===== config.mk =====
export PLATFORM = sky130hd
export DESIGN_NAME = fac_cfg_regs
export DESIGN_NICKNAME = d
export VERILOG_FILES = /design/src/hdl/fac_pkg.sv /design/src/hdl/fac_cfg_regs.sv
export SDC_FILE = /design/constraint.sdc
export NUM_CORES = 1
export LEC_CHECK = 0
export ABC_AREA = 1
export BUFFER_PORTS_ARGS = -buffer_cell sky130_fd_sc_hd__clkbuf_2
export CAP_MARGIN = 20
export CORE_MARGIN = 2
export CORE_UTILIZATION = 45
export CTS_CLUSTER_SIZE = 40
export DETAILED_ROUTE_END_ITERATION = 10
export GPL_ROUTABILITY_DRIVEN = 0
export PLACE_DENSITY_LB_ADDON = 0.15
export RECOVER_POWER = 50
export SYNTH_ARGS = -nofsm -noshare
export SYNTH_HDL_FRONTEND = slang
export SYNTH_SLANG_ARGS = --single-unit

===== constraint.sdc =====
create_clock -name clk -period 1.32 [get_ports clk]
set_input_delay 0.132 -clock clk [delete_from_list [all_inputs] [get_ports clk]]
set_output_delay 0.132 -clock clk [all_outputs]
set_load 0.03 [all_outputs]

===== src/hdl/fac_pkg.sv =====
// ----------------------------------------------------------------------------
// fac_pkg
// Shared types and constants for the frustum box culling pipeline.
// ----------------------------------------------------------------------------
package fac_pkg;

    // Configuration port geometry.
    localparam int PLANE_REGS = 6;
    localparam int CFG_IDX_W  = 3;
    localparam int CFG_DATA_W = 64;

    // Fraction bits of the Q2.14 normal; the distance is scaled to match.
    localparam int NORM_FRAC  = 14;

    // Register stages inside one plane evaluator.
    localparam int EVAL_LAT   = 3;

    // One plane word as written on the configuration port.
    typedef struct packed {
        logic signed [15:0] d;
        logic signed [15:0] nz;
        logic signed [15:0] ny;
        logic signed [15:0] nx;
    } plane_t;

endpackage


===== src/hdl/fac_cfg_regs.sv =====
// ----------------------------------------------------------------------------
// fac_cfg_regs
// Plane register file, written through the plain configuration write port.
// ----------------------------------------------------------------------------
module fac_cfg_regs
    import fac_pkg::*;
#(
    parameter int NUM_ACT = 6
)
(
    input  logic                  clk,
    input  logic                  rst_n,
    input  logic                  cfg_we,
    input  logic [CFG_IDX_W-1:0]  cfg_index,
    input  logic [CFG_DATA_W-1:0] cfg_data,
    output plane_t                planes [NUM_ACT]
);

    plane_t plane_reg [NUM_ACT];

    // Each active plane takes the word whose index matches; other indexes drop.
    always_ff @(posedge clk or negedge rst_n)
    begin
        if (!rst_n)
        begin
            for (int i = 0; i < NUM_ACT; i++)
            begin
                plane_reg[i] <= '0;
            end
        end
        else if (cfg_we)
        begin
            for (int i = 0; i < NUM_ACT; i++)
            begin
                if (cfg_index == CFG_IDX_W'(i))
                begin
                    plane_reg[i] <= plane_t'(cfg_data);
                end
            end
        end
    end

    assign planes = plane_reg;

endmodule


* Word-level counts from Yosys, hierarchy flattened
Index checks and enable logic that the tools add are counted.
Word-level totals: flip-flop bits (word level) 384, output and inout bits 384, word-level logic and storage cells 36
Cells by class: eq/ne operators 5, reductions and logical operators 7
Operator list (number):
- $reduce_and 2->1 | 6
- $eq 3x2->1 const B | 2
- $eq 3x3->1 const B | 2
- $eq 3x1->1 const B | 1
- $logic_not 3->1 | 1

* Longest topological paths before layout
word-level depth 2, gate-level depth with buffers 6, gate-level depth less buffers 5

* Worst setup path before layout
Ideal clock, no wire load.
kind input to register, start input port cfg_index[2], end register plane_reg, in the netlist planes[0], setup slack 0.389 ns, library setup time 0.066 ns, path buffers 1, arrival time 0.866 ns, stages 6, data required time 1.254 ns, cell sequence nand2_1 > inv_1 > nand2_1 > clkbuf_1 > nand2_1 > nand2_1
On the way: word-level cells in the longest chain between the ends 2
RTL lines:
- start, declared | line fac_cfg_regs.sv:14 | input logic [CFG_IDX_W-1:0] cfg_index,
- $eq 3x3->1 | line fac_cfg_regs.sv:35 | if (cfg_index == CFG_IDX_W'(i))
- $reduce_and 2->1 (no source line)
- end signal, assigned by index | line fac_cfg_regs.sv:37 | plane_reg[i] <= plane_t'(cfg_data);
- end, declared | line fac_cfg_regs.sv:19 | plane_t plane_reg [NUM_ACT];
No other way between the ends. A chain may end at the register's enable or synchronous reset.

* Worst setup path after layout
start register plane_reg, in the netlist planes[244], end output port planes[244] (netlist bit)
RTL lines:
- end, declared | line fac_cfg_regs.sv:16 | output plane_t planes [NUM_ACT]
No word-level cell between the ends.

==> flow_metrics.tcl <==
set metrics [dict create \
    core_sq_mm 0.0325 \
    drive_gt1_frac 0.261 \
    ys_types 12 \
    hp-class "input pin to async pin" \
    cts_tree "done" \
    dieWidth_microns 185 \
    end_kind "output pin" \
    grt_pass1_wl_microns 76800 \
    htree_levels 2 \
    r2r_slack_ns 0.66 \
    finalCritPeriodShare 0.972 \
    fill_cells 2901 \
    relSlewSlack 0.390 \
    skew_ns 0 \
    fmax_mhz 779 \
    drt_first_pass_iters 5 \
    max_stage_delay_ns 0.40 \
    power_frac_clock 0.307 \
    grt_max_degree 69 \
    clk_path_buf_depth 3 \
    synth_warnings 0 \
    wl_microns 50400 \
    p_sw_frac 0.370 \
    yosys.area.top_type "dfrtp_1" \
    via_count 13501 \
    layout_commonest_cell "nand2_1" \
    cts_root_buf "clkbuf_16" \
    synth_nets 1732 \
    r2r_cells 2 \
    seq_area_frac_synth 0.648 \
    p_sw_mw 13.8 \
    cts_made_buffers 40 \
    cts_sinks 384 \
    slowest_stage "dfrtp_1" \
    post-route-min-period_ns 1.28 \
    synth-seq-cells 384 \
    path_depth 1 \
    grt_pass1_vias 13114 \
    cp.required_ns 1.19 \
    largest_reg_flops 384 \
    status "complete, no violations" \
    initialDrtViolationCount 988 \
    antenna_found_initial 0 \
    arrival_ns 1.15 \
    hold_viol 0 \
    r2r_end "planes[23]$_DFFE_PN0P_" \
    share_comb_of_total_power 0.283 \
    power.density_mw_per_mm2 1890 \
    grt_util_all_layers 0.291 \
    post_cts_resize_count 0 \
    grt_overflow 0 \
    yosys.area.top_type_share 0.648 \
    postCtsSetupBuffers 0 \
    start_util 0.457 \
    path_buf_inv 1 \
    area_delta_synth_final_pct 33.1 \
    cpLargestDelayFamily "flip-flops" \
    drc 0 \
    slew_violations 0 \
    syn-cell-area_sq_mm 0.0148 \
    peakVddDrop_mv 0.919 \
    fin_hold_ws_ns 0.0120 \
    start_kind "flop" \
    dieArea_sq_mm 0.0344 \
    layout.nets 2247 \
    io_pins 454 \
    worst_pin_slew_ns 0.915 \
    critPathMaxFanout 2 \
    p_leak_nw 11.3 \
    io_buffers 453 \
    avgRoutedWirePerCell_microns 19.0 \
    dp_hpwl_microns 33900 \
    crit_type "flop to output pin" \
    path_clk_slew_ns 0.06 \
    p_seq_frac 0.410 \
    synth_cells 1662 \
    fin_util 0.608 \
    viasPerCell 5.10 \
    final_cell_mix "903 x nand2_1, 459 x clkbuf_2, 384 x dfrtp_1" \
    crit_path_cell_trace "clkbuf_2" \
    drtAntennaViolNets 0 \
    r2r_start "planes[23]$_DFFE_PN0P_" \
    num_rows 66 \
    avgSynthCellArea_sq_um 8.92 \
    die_h_microns 185 \
    synth_area_leaders "dfrtp_1 65%, nand2_1 23%, nand3_1 8.6%" \
    rsz0062_at_grt "false" \
    setup_viol 0 \
    clock_latency_ns 0.52 \
    cap_violations 0 \
    setup_tns_ns 0 \
    p_int_mw 23.5 \
]
==> power by group through the flow <==
stage                     logic [mW]  registers [mW]  clock network, mW
after floorplan                 2.01            19.8                  0
after global placement          10.4            15.4                  0
after detailed placement        10.6            15.4                  0
after CTS                       10.7            15.3               11.6
after global routing            11.3            15.5               12.1
final                           10.6            15.3               11.4
==> routing by layer <==
metal  global-route usage  part of all wire  wire length [microns]
met5                    0                 0                      0
met4                0.120             0.045                   2250
met3               0.0640             0.085                   4270
met2                0.470              0.48                  24000
met1                0.382              0.39                  19900
==> cell usage after synthesis <==
| cell type | instances |
|---|---|
| nor2_4 | 1 |
| nor2_2 | 2 |
| inv_2 | 3 |
| clkbuf_1 | 42 |
| nand2_1 | 906 |
| buf_4 | 1 |
| inv_1 | 3 |
| dfrtp_1 | 384 |
| buf_2 | 60 |
| nor2_1 | 3 |
| buf_1 | 1 |
| nand3_1 | 256 |
==> metrics by stage <==
stage | worst slack (ns) | instance area (sq um) | std cells | total power [mW]
after floorplan | 0.389 | 14800 | 1662 | 21.8
after global placement | 0.0735 | 18000 | 2513 | 25.8
after detailed placement | 0.0825 | 18000 | 2513 | 26.0
after CTS | 0.0153 | 20000 | 2648 | 37.6
after global routing | 0.0100 | 19700 | 2648 | 38.9
final | 0.0367 | 19700 | 2649 | 37.3
==> layout make-up <==
cell class | count | area [sq um] | area share
antenna | 1 | 2.50 | 0.000127
clock buffer | 58 | 1190 | 0.0603
clock inverter | 13 | 143 | 0.00723
inverter | 6 | 22.5 | 0.00114
multi-input combinational | 1168 | 4740 | 0.240
sequential | 384 | 9610 | 0.487
tap | 442 | 553 | 0.0280
timing repair buffer | 577 | 3470 | 0.176
==> worst max path at each step <==
stage                               to                    start  slack, ns
2_1_floorplan    planes[0]$_DFFE_PN0P_             cfg_index[2]       0.39
3_3_place_gp   planes[282]$_DFFE_PN0P_                   cfg_we       0.07
3_5_place_dp   planes[252]$_DFFE_PN0P_                   cfg_we       0.08
4_1_cts                    planes[244]  planes[244]$_DFFE_PN0P_       0.02
5_1_grt                    planes[244]  planes[244]$_DFFE_PN0P_       0.01
6_report                   planes[244]  planes[244]$_DFFE_PN0P_       0.04
==> cell families after synthesis <==
family        after synthesis  synth area share
buf+inv                   110            0.0332
flops                     384             0.648
simple gates             1168             0.318
==> repair_timing <==
item                       4_1_cts  5_1_grt
hold buffers                    64        0
setup endpoints to repair        0        0
hold endpoints to repair       753        0
No activity file was read; power rests on OpenSTA's default activity.
