`config.mk`:
```
export PLATFORM = sky130hd
export DESIGN_NAME = fac_plane_eval
export DESIGN_NICKNAME = d
export VERILOG_FILES = /design/src/hdl/fac_pkg.sv /design/src/hdl/fac_plane_eval.sv
export SDC_FILE = /design/constraint.sdc
export NUM_CORES = 2
export LEC_CHECK = 0
export BUFFER_PORTS_ARGS = -buffer_cell sky130_fd_sc_hd__buf_2
export CAP_MARGIN = 30
export CORE_AREA = 2 2 454 456
export CTS_CLUSTER_SIZE = 10
export DETAILED_ROUTE_END_ITERATION = 10
export DIE_AREA = 0 0 456 458
export SLEW_MARGIN = 25
export SYNTH_ARGS = -nofsm -noshare
export SYNTH_HDL_FRONTEND = slang
export SYNTH_SLANG_ARGS = --single-unit
```
`constraint.sdc`:
```
create_clock -name clk -period 15.62 [get_ports clk]
set_input_delay 3.124 -clock clk [delete_from_list [all_inputs] [get_ports clk]]
set_output_delay 3.124 -clock clk [all_outputs]
set_load 0.01 [all_outputs]
```
`src/hdl/fac_pkg.sv`:
```
// ----------------------------------------------------------------------------
// fac_pkg
// Shared types and constants for the frustum box culling pipeline.
// ----------------------------------------------------------------------------
package fac_pkg;

    // Configuration port geometry.
    localparam int PLANE_REGS = 6;
    localparam int CFG_IDX_W  = 3;
    localparam int CFG_DATA_W = 64;

    // Fraction bits of the Q2.14 normal; the distance is scaled to match.
    localparam int NORM_FRAC  = 14;

    // Register stages inside one plane evaluator.
    localparam int EVAL_LAT   = 3;

    // One plane word as written on the configuration port.
    typedef struct packed {
        logic signed [15:0] d;
        logic signed [15:0] nz;
        logic signed [15:0] ny;
        logic signed [15:0] nx;
    } plane_t;

endpackage

```
`src/hdl/fac_plane_eval.sv`:
```
// ----------------------------------------------------------------------------
// fac_plane_eval
// Three-stage test of one box against one plane. The largest plane value over
// the eight corners is the distance plus, per axis, the larger of the two
// products, so the box is culled when that sum is not above zero.
// ----------------------------------------------------------------------------
module fac_plane_eval
    import fac_pkg::*;
#(
    parameter int COORD_BITS = 16
)
(
    input  logic                         clk,
    input  plane_t                       plane,
    input  logic signed [COORD_BITS-1:0] box_lo [3],
    input  logic signed [COORD_BITS-1:0] box_hi [3],
    output logic                         culled
);

    localparam int PROD_W = 16 + COORD_BITS;
    localparam int DIST_W = 16 + NORM_FRAC;
    localparam int SUM_W  = ((PROD_W > DIST_W) ? PROD_W : DIST_W) + 2;

    logic signed [15:0]       norm [3];
    logic signed [PROD_W-1:0] prod_lo_reg [3];
    logic signed [PROD_W-1:0] prod_hi_reg [3];
    logic signed [PROD_W-1:0] max_reg [3];
    logic signed [SUM_W-1:0]  sum_next;
    logic                     culled_reg;

    assign norm[0] = plane.nx;
    assign norm[1] = plane.ny;
    assign norm[2] = plane.nz;

    // Stage A: normal times both box extents on every axis.
    always_ff @(posedge clk)
    begin
        for (int a = 0; a < 3; a++)
        begin
            prod_lo_reg[a] <= PROD_W'(norm[a]) * PROD_W'(box_lo[a]);
            prod_hi_reg[a] <= PROD_W'(norm[a]) * PROD_W'(box_hi[a]);
        end
    end

    // Stage B: keep the larger product, the corner that lies furthest in front.
    always_ff @(posedge clk)
    begin
        for (int a = 0; a < 3; a++)
        begin
            max_reg[a] <= (prod_hi_reg[a] > prod_lo_reg[a]) ? prod_hi_reg[a]
                                                            : prod_lo_reg[a];
        end
    end

    // Stage C: add the scaled distance and test for a strictly positive sum.
    always_comb
    begin
        sum_next = SUM_W'(max_reg[0]) + SUM_W'(max_reg[1]) + SUM_W'(max_reg[2])
                 + (SUM_W'(plane.d) <<< NORM_FRAC);
    end

    always_ff @(posedge clk)
    begin
        culled_reg <= sum_next[SUM_W-1] || (sum_next == '0);
    end

    assign culled = culled_reg;

endmodule

```
Yosys cells after proc, flatten, opt, wreduce, memory -nomap -nowiden

Memories as Yosys holds them, arrays and structs flattened.
Cells that the tools add are included.

$add $sub $neg: 3
$mul: 6
Magnitude comparators: 3
Multiplexer cells: 3
Reductions and logical operators: 2

Operator list:

| kind               | number |
|---|---|
| $mul A16 B16 Y32   | 6 |
| $gt A32 B32 Y1     | 3 |
| $mux W32           | 3 |
| $add A33 B32 Y34   | 1 |
| $add A34 B30 Y34   | 1 |
| $logic_not A34 Y1  | 1 |
| $add A32 B32 Y33   | 1 |
| $logic_or A1 B1 Y1 | 1 |

Register bits after elaboration: 1
Bits in writable memories: 288
Input bits: 161
Output and inout port bits: 1
Logic and storage cells: 21
Memories: 3

Memory list:

| name        | words | bits a word | rd ports | clocked after memory_dff | wr ports | RTL line             | RTL |
|---|---|---|---|---|---|---|---|
| max_reg     | 3     | 32          | 3        | 0                        | 3        | fac_plane_eval.sv:27 | `logic signed [PROD_W-1:0] max_reg [3];` |
| prod_hi_reg | 3     | 32          | 3        | 0                        | 3        | fac_plane_eval.sv:26 | `logic signed [PROD_W-1:0] prod_hi_reg [3];` |
| prod_lo_reg | 3     | 32          | 3        | 0                        | 3        | fac_plane_eval.sv:25 | `logic signed [PROD_W-1:0] prod_lo_reg [3];` |

Logic depth before layout (Yosys ltp)

Depth in word-level cells: 5
Mapped depth: 24
Mapped depth without buffers: 23

Least setup slack after synthesis

OpenSTA, ideal clock, no wires.

Path type: input -> register
Start point: input box_hi[33] (netlist name)
End point: memory prod_hi_reg[0][31] (netlist name)
Setup time: 118 ps
Arrival time: 8848 ps
Required time: 15502 ps
Slack: 6654 ps
Cell stages on the path: 22
Buffers on the path: 1
Cells stage by stage: clkbuf_1 > nand2_1 > fa_1 > fa_1 > fa_1 > inv_1 > fa_1 > fa_1 > inv_1 > fa_1 > inv_1 > ha_1 > a21oi_1 > o21ai_0 > a2111o_1 > a311o_1 > o21a_1 > a221o_1 > a21oi_2 > o21ai_1 > a21oi_2 > xnor2_1

RTL lines:

| item            | RTL line             | RTL |
|---|---|---|
| start, declared | fac_plane_eval.sv:16 | `input logic signed [COORD_BITS-1:0] box_hi [3],` |
| end, declared   | fac_plane_eval.sv:26 |  |

==> summary.md <==
| Metric | Value |
|---|---|
| Status | complete, no violations |
| Ports | 162 |
| Synth unique cells | 73 |
| First-pass GRT wire length | 291000 um |
| Port bufs | 161 |
| CP Max Fanout | 32 |
| Main combinational cell family by area after synthesis | adder cells |
| Clock-pin transition on the worst setup and hold timing paths | 0.05 ns |
| Setup Fix Bufs, Post-CTS | 0 |
| Die Wd | 456 um |
| Multi-input combinational cell area | 57200 um^2 |
| Final period utilization | 0.608 |
| Gate count of the mapped netlist | 7550 |
| H-tree depth | 2 |
| Seq. cell area | 5790 um^2 |
| Clock Sinks | 289 |
| Core area | 204000 um^2 |
| Drt initial violations | 2588 |
| Root Buffer | clkbuf_16 |
| Synthesized-area fraction occupied by adder cells | 0.570 |
| Slew @ Worst Pin | 0.986 ns |
| Pin count of the biggest net entering global routing | 33 |
| DP Wirelength | 145000 um |
| Max-cap violation count | 0 |
| Cell taking the most area after synthesis | fa_1 |
| Initial antenna violation count | 36 |
| CP bufs+invs | 4 |
| CP required | 16.07 ns |
| Vias in the first global route | 54600 |
| DR pass1 iterations | 5 |
| CP Class | in -> reg |
| Slowest-stage cell, CP | a2111oi_0 |
| Layout area overhead | 6.55% |
| Initial Util | 0.348 |
| Fmax | 105 MHz |
| Deepest clock path buffer count | 3 |
| Syn Nets | 9967 |
| Mux contribution to synthesized area | 0.0155 |
| FP Rows | 166 |
| Sequential cell area fraction in the yosys report | 0.0816 |
| Sum Neg Setup Slack | 0 ns |
| Hold crit path type | reg -> reg |
| Avg WL per Cell | 17.2 um |
| Setup violations, final | 0 |
| Nets | 9924 |
| DR vias | 49500 |
| WP data arrival | 9.95 ns |
| DRC viols | 0 |
| Post-CTS sizing | 0 |
| Gpl congestion | 0.880 |
| Fin. Hold Viols | 0 |
| Avg Cell Area, Syn | 9.39 um^2 |
| Gr usage total | 0.173 |
| Antenna Violating Nets Remaining | 0 |
| Max-slew violation count | 0 |
| Worst path cell trace | buf_2 -> nand2_1 -> fa_1 -> inv_1 -> fa_1 -> fa_1 -> fa_1 -> fa_1 -> inv_1 -> fa_1 -> inv_1 -> ha_1 -> a21oi_1 -> nand2b_1 -> a2111oi_0 -> o31ai_1 -> nand2_1 -> a31oi_1 -> a41o_1 -> nor2_1 -> a21oi_1 -> xnor2_1 |
| Top delay family on crit path | adder cells |
| Top cell by count, worst path | fa_1 |
| Post-synth ARST share | 0 |
| Crit end category | flip-flop |
| Total of warnings raised by yosys | 0 |
| Setup crit start kind | primary input |
| Complex-gate fraction of the synthesized area | 0.0539 |
| Worst-skew pair later-pin latency | 0.57 ns |
| Seq cells post-synth | 289 |
| RSZ-0062 raised after global routing | no |
| Xor/xnor share of the synthesized area | 0.0278 |
| Synthesized cell area | 70900 um^2 |
| DIE AREA | 209000 um^2 |
| Worst slew margin | 0.326 |
| Min cycle time layout | 9.50 ns |
| Grt ovf | 0 |
| Final wirelength | 176000 um |
| Yosys top cell area share | 0.459 |
| Vias per cell | 4.83 |
| Area contributors post-synth | fa_1, ha_1, inv_1 |
| Fillers | 20400 |
| TritonCTS clock tree | built |
| Post-synth top flop | dfxtp_1 |
| CTS Buf Count | 42 |
| Post-synthesis simple-gate area fraction | 0.139 |
| Skew final | 0.0186 ns |
| # hold bufs at CTS | 0 |
| Post-synth EDFFs | 0 |
| Critical path's largest stage delay | 0.84 ns |
| Layout cell share with drive strength beyond 1 | 0.0463 |
| Die Y | 458 um |
[cells in the mapped netlist (all sizes together), types with 3 or more instances]
library cell	number
inv	1856
fa	1624
nand2	809
and2	746
ha	632
dfxtp	289
clkbuf	248
a21oi	186
nor2	181
xnor2	179
o21ai	102
mux2	95
a21o	89
nand3	50
xor2	46
nand2b	45
o21a	38
nor3	34
o21bai	32
nand4	28
nor2b	28
a211oi	20
a31oi	16
and3	16
a2111oi	14
o31ai	13
buf	12
o211ai	11
a221oi	9
nand3b	9
or3	8
nor4	6
o2111ai	6
o221ai	5
o22ai	5
or4	5
and4	4
nand4b	4
or2	4
a211o	3
a21boi	3
a41o	3
mux2i	3
o31a	3
[metrics by stage]
step	std cells	hold WS (ns)	util	setup WS, ns	cell area, um^2
after CTS	10200	0.486	0.371	6.22	75500
after detailed placement	10200	0.467	0.364	5.64	74200
final	10200	0.482	0.371	6.12	75500
after floorplan	7550	0.441	-	6.65	70900
after global placement	10200	0.465	0.364	5.72	74200
after global routing	10200	0.508	0.371	5.81	75500
[cell usage in the layout, fill, tap and decap left out, types with 13 or more instances in the layout]
master     netlist  layout
inv_1         1856    1856
fa_1          1624    1624
nand2_1        809     809
and2_1         746     746
ha_1           632     632
dfxtp_1        289     289
a21oi_1        183     182
nor2_1         181     181
xnor2_1        179     179
buf_2           12     161
o21ai_0         95      95
mux2_2          91      91
a21o_1          89      89
nand3_1         50      50
xor2_1          46      46
nand2b_1        45      45
clkbuf_16        0      43
o21a_1          38      38
nor3_1          33      33
o21bai_1        32      32
nor2b_1         28      28
nand4_1         28      28
diode_2          0      17
a211oi_1        17      17
and3_1          16      16
a31oi_1         16      16
o31ai_1         13      13
[area by class of cell]
cell class | instances | area share
tap | 2688 | 0.0445
multi-input combinational | 5145 | 0.757
inverter | 1856 | 0.0922
antenna | 17 | 0.000563
clock buffer | 56 | 0.0157
sequential | 289 | 0.0766
timing repair buffer | 173 | 0.0119
clock inverter | 14 | 0.00189
[worst paths after layout]
path                        startpoint                          to  slack, ns  cells past startpoint
max                          plane[25]  prod_lo_reg[0][63]$_DFF_P_       6.12                     22
min          prod_hi_reg[0][0]$_DFF_P_       max_reg[0][0]$_DFF_P_       0.48                      2
max reg2reg      max_reg[0][2]$_DFF_P_              culled$_DFF_P_      10.90                     13
min reg2reg  prod_hi_reg[0][0]$_DFF_P_       max_reg[0][0]$_DFF_P_       0.48                      2
[per-layer routing]
metal | share of wire | up-vias | GRT usage
li1 | - | 22300 | -
met3 | 0.047 | 279 | 0.0182
met4 | 0.032 | 8 | 0.0521
met5 | 0.00028 | - | 0
met1 | 0.42 | 25600 | 0.224
met2 | 0.50 | 1276 | 0.306
[cells by family after synthesis]
group | count (synthesis)
xor gates and xnor gates | 225
adders and majority gates | 2256
and+or+nand+nor | 1980
DFF | 289
buffers and inverters | 2116
muxes | 98
AOI/OAI and AO/OA | 586
[worst min-delay path, stage by stage, from the launching register on]
cell	delay, ns
dfxtp_1	0.31
nand2_1	0.05
o22ai_1	0.07
Power is not shown: default switching activity piles up to over one toggle a cycle in this logic, so the estimate is an artifact.
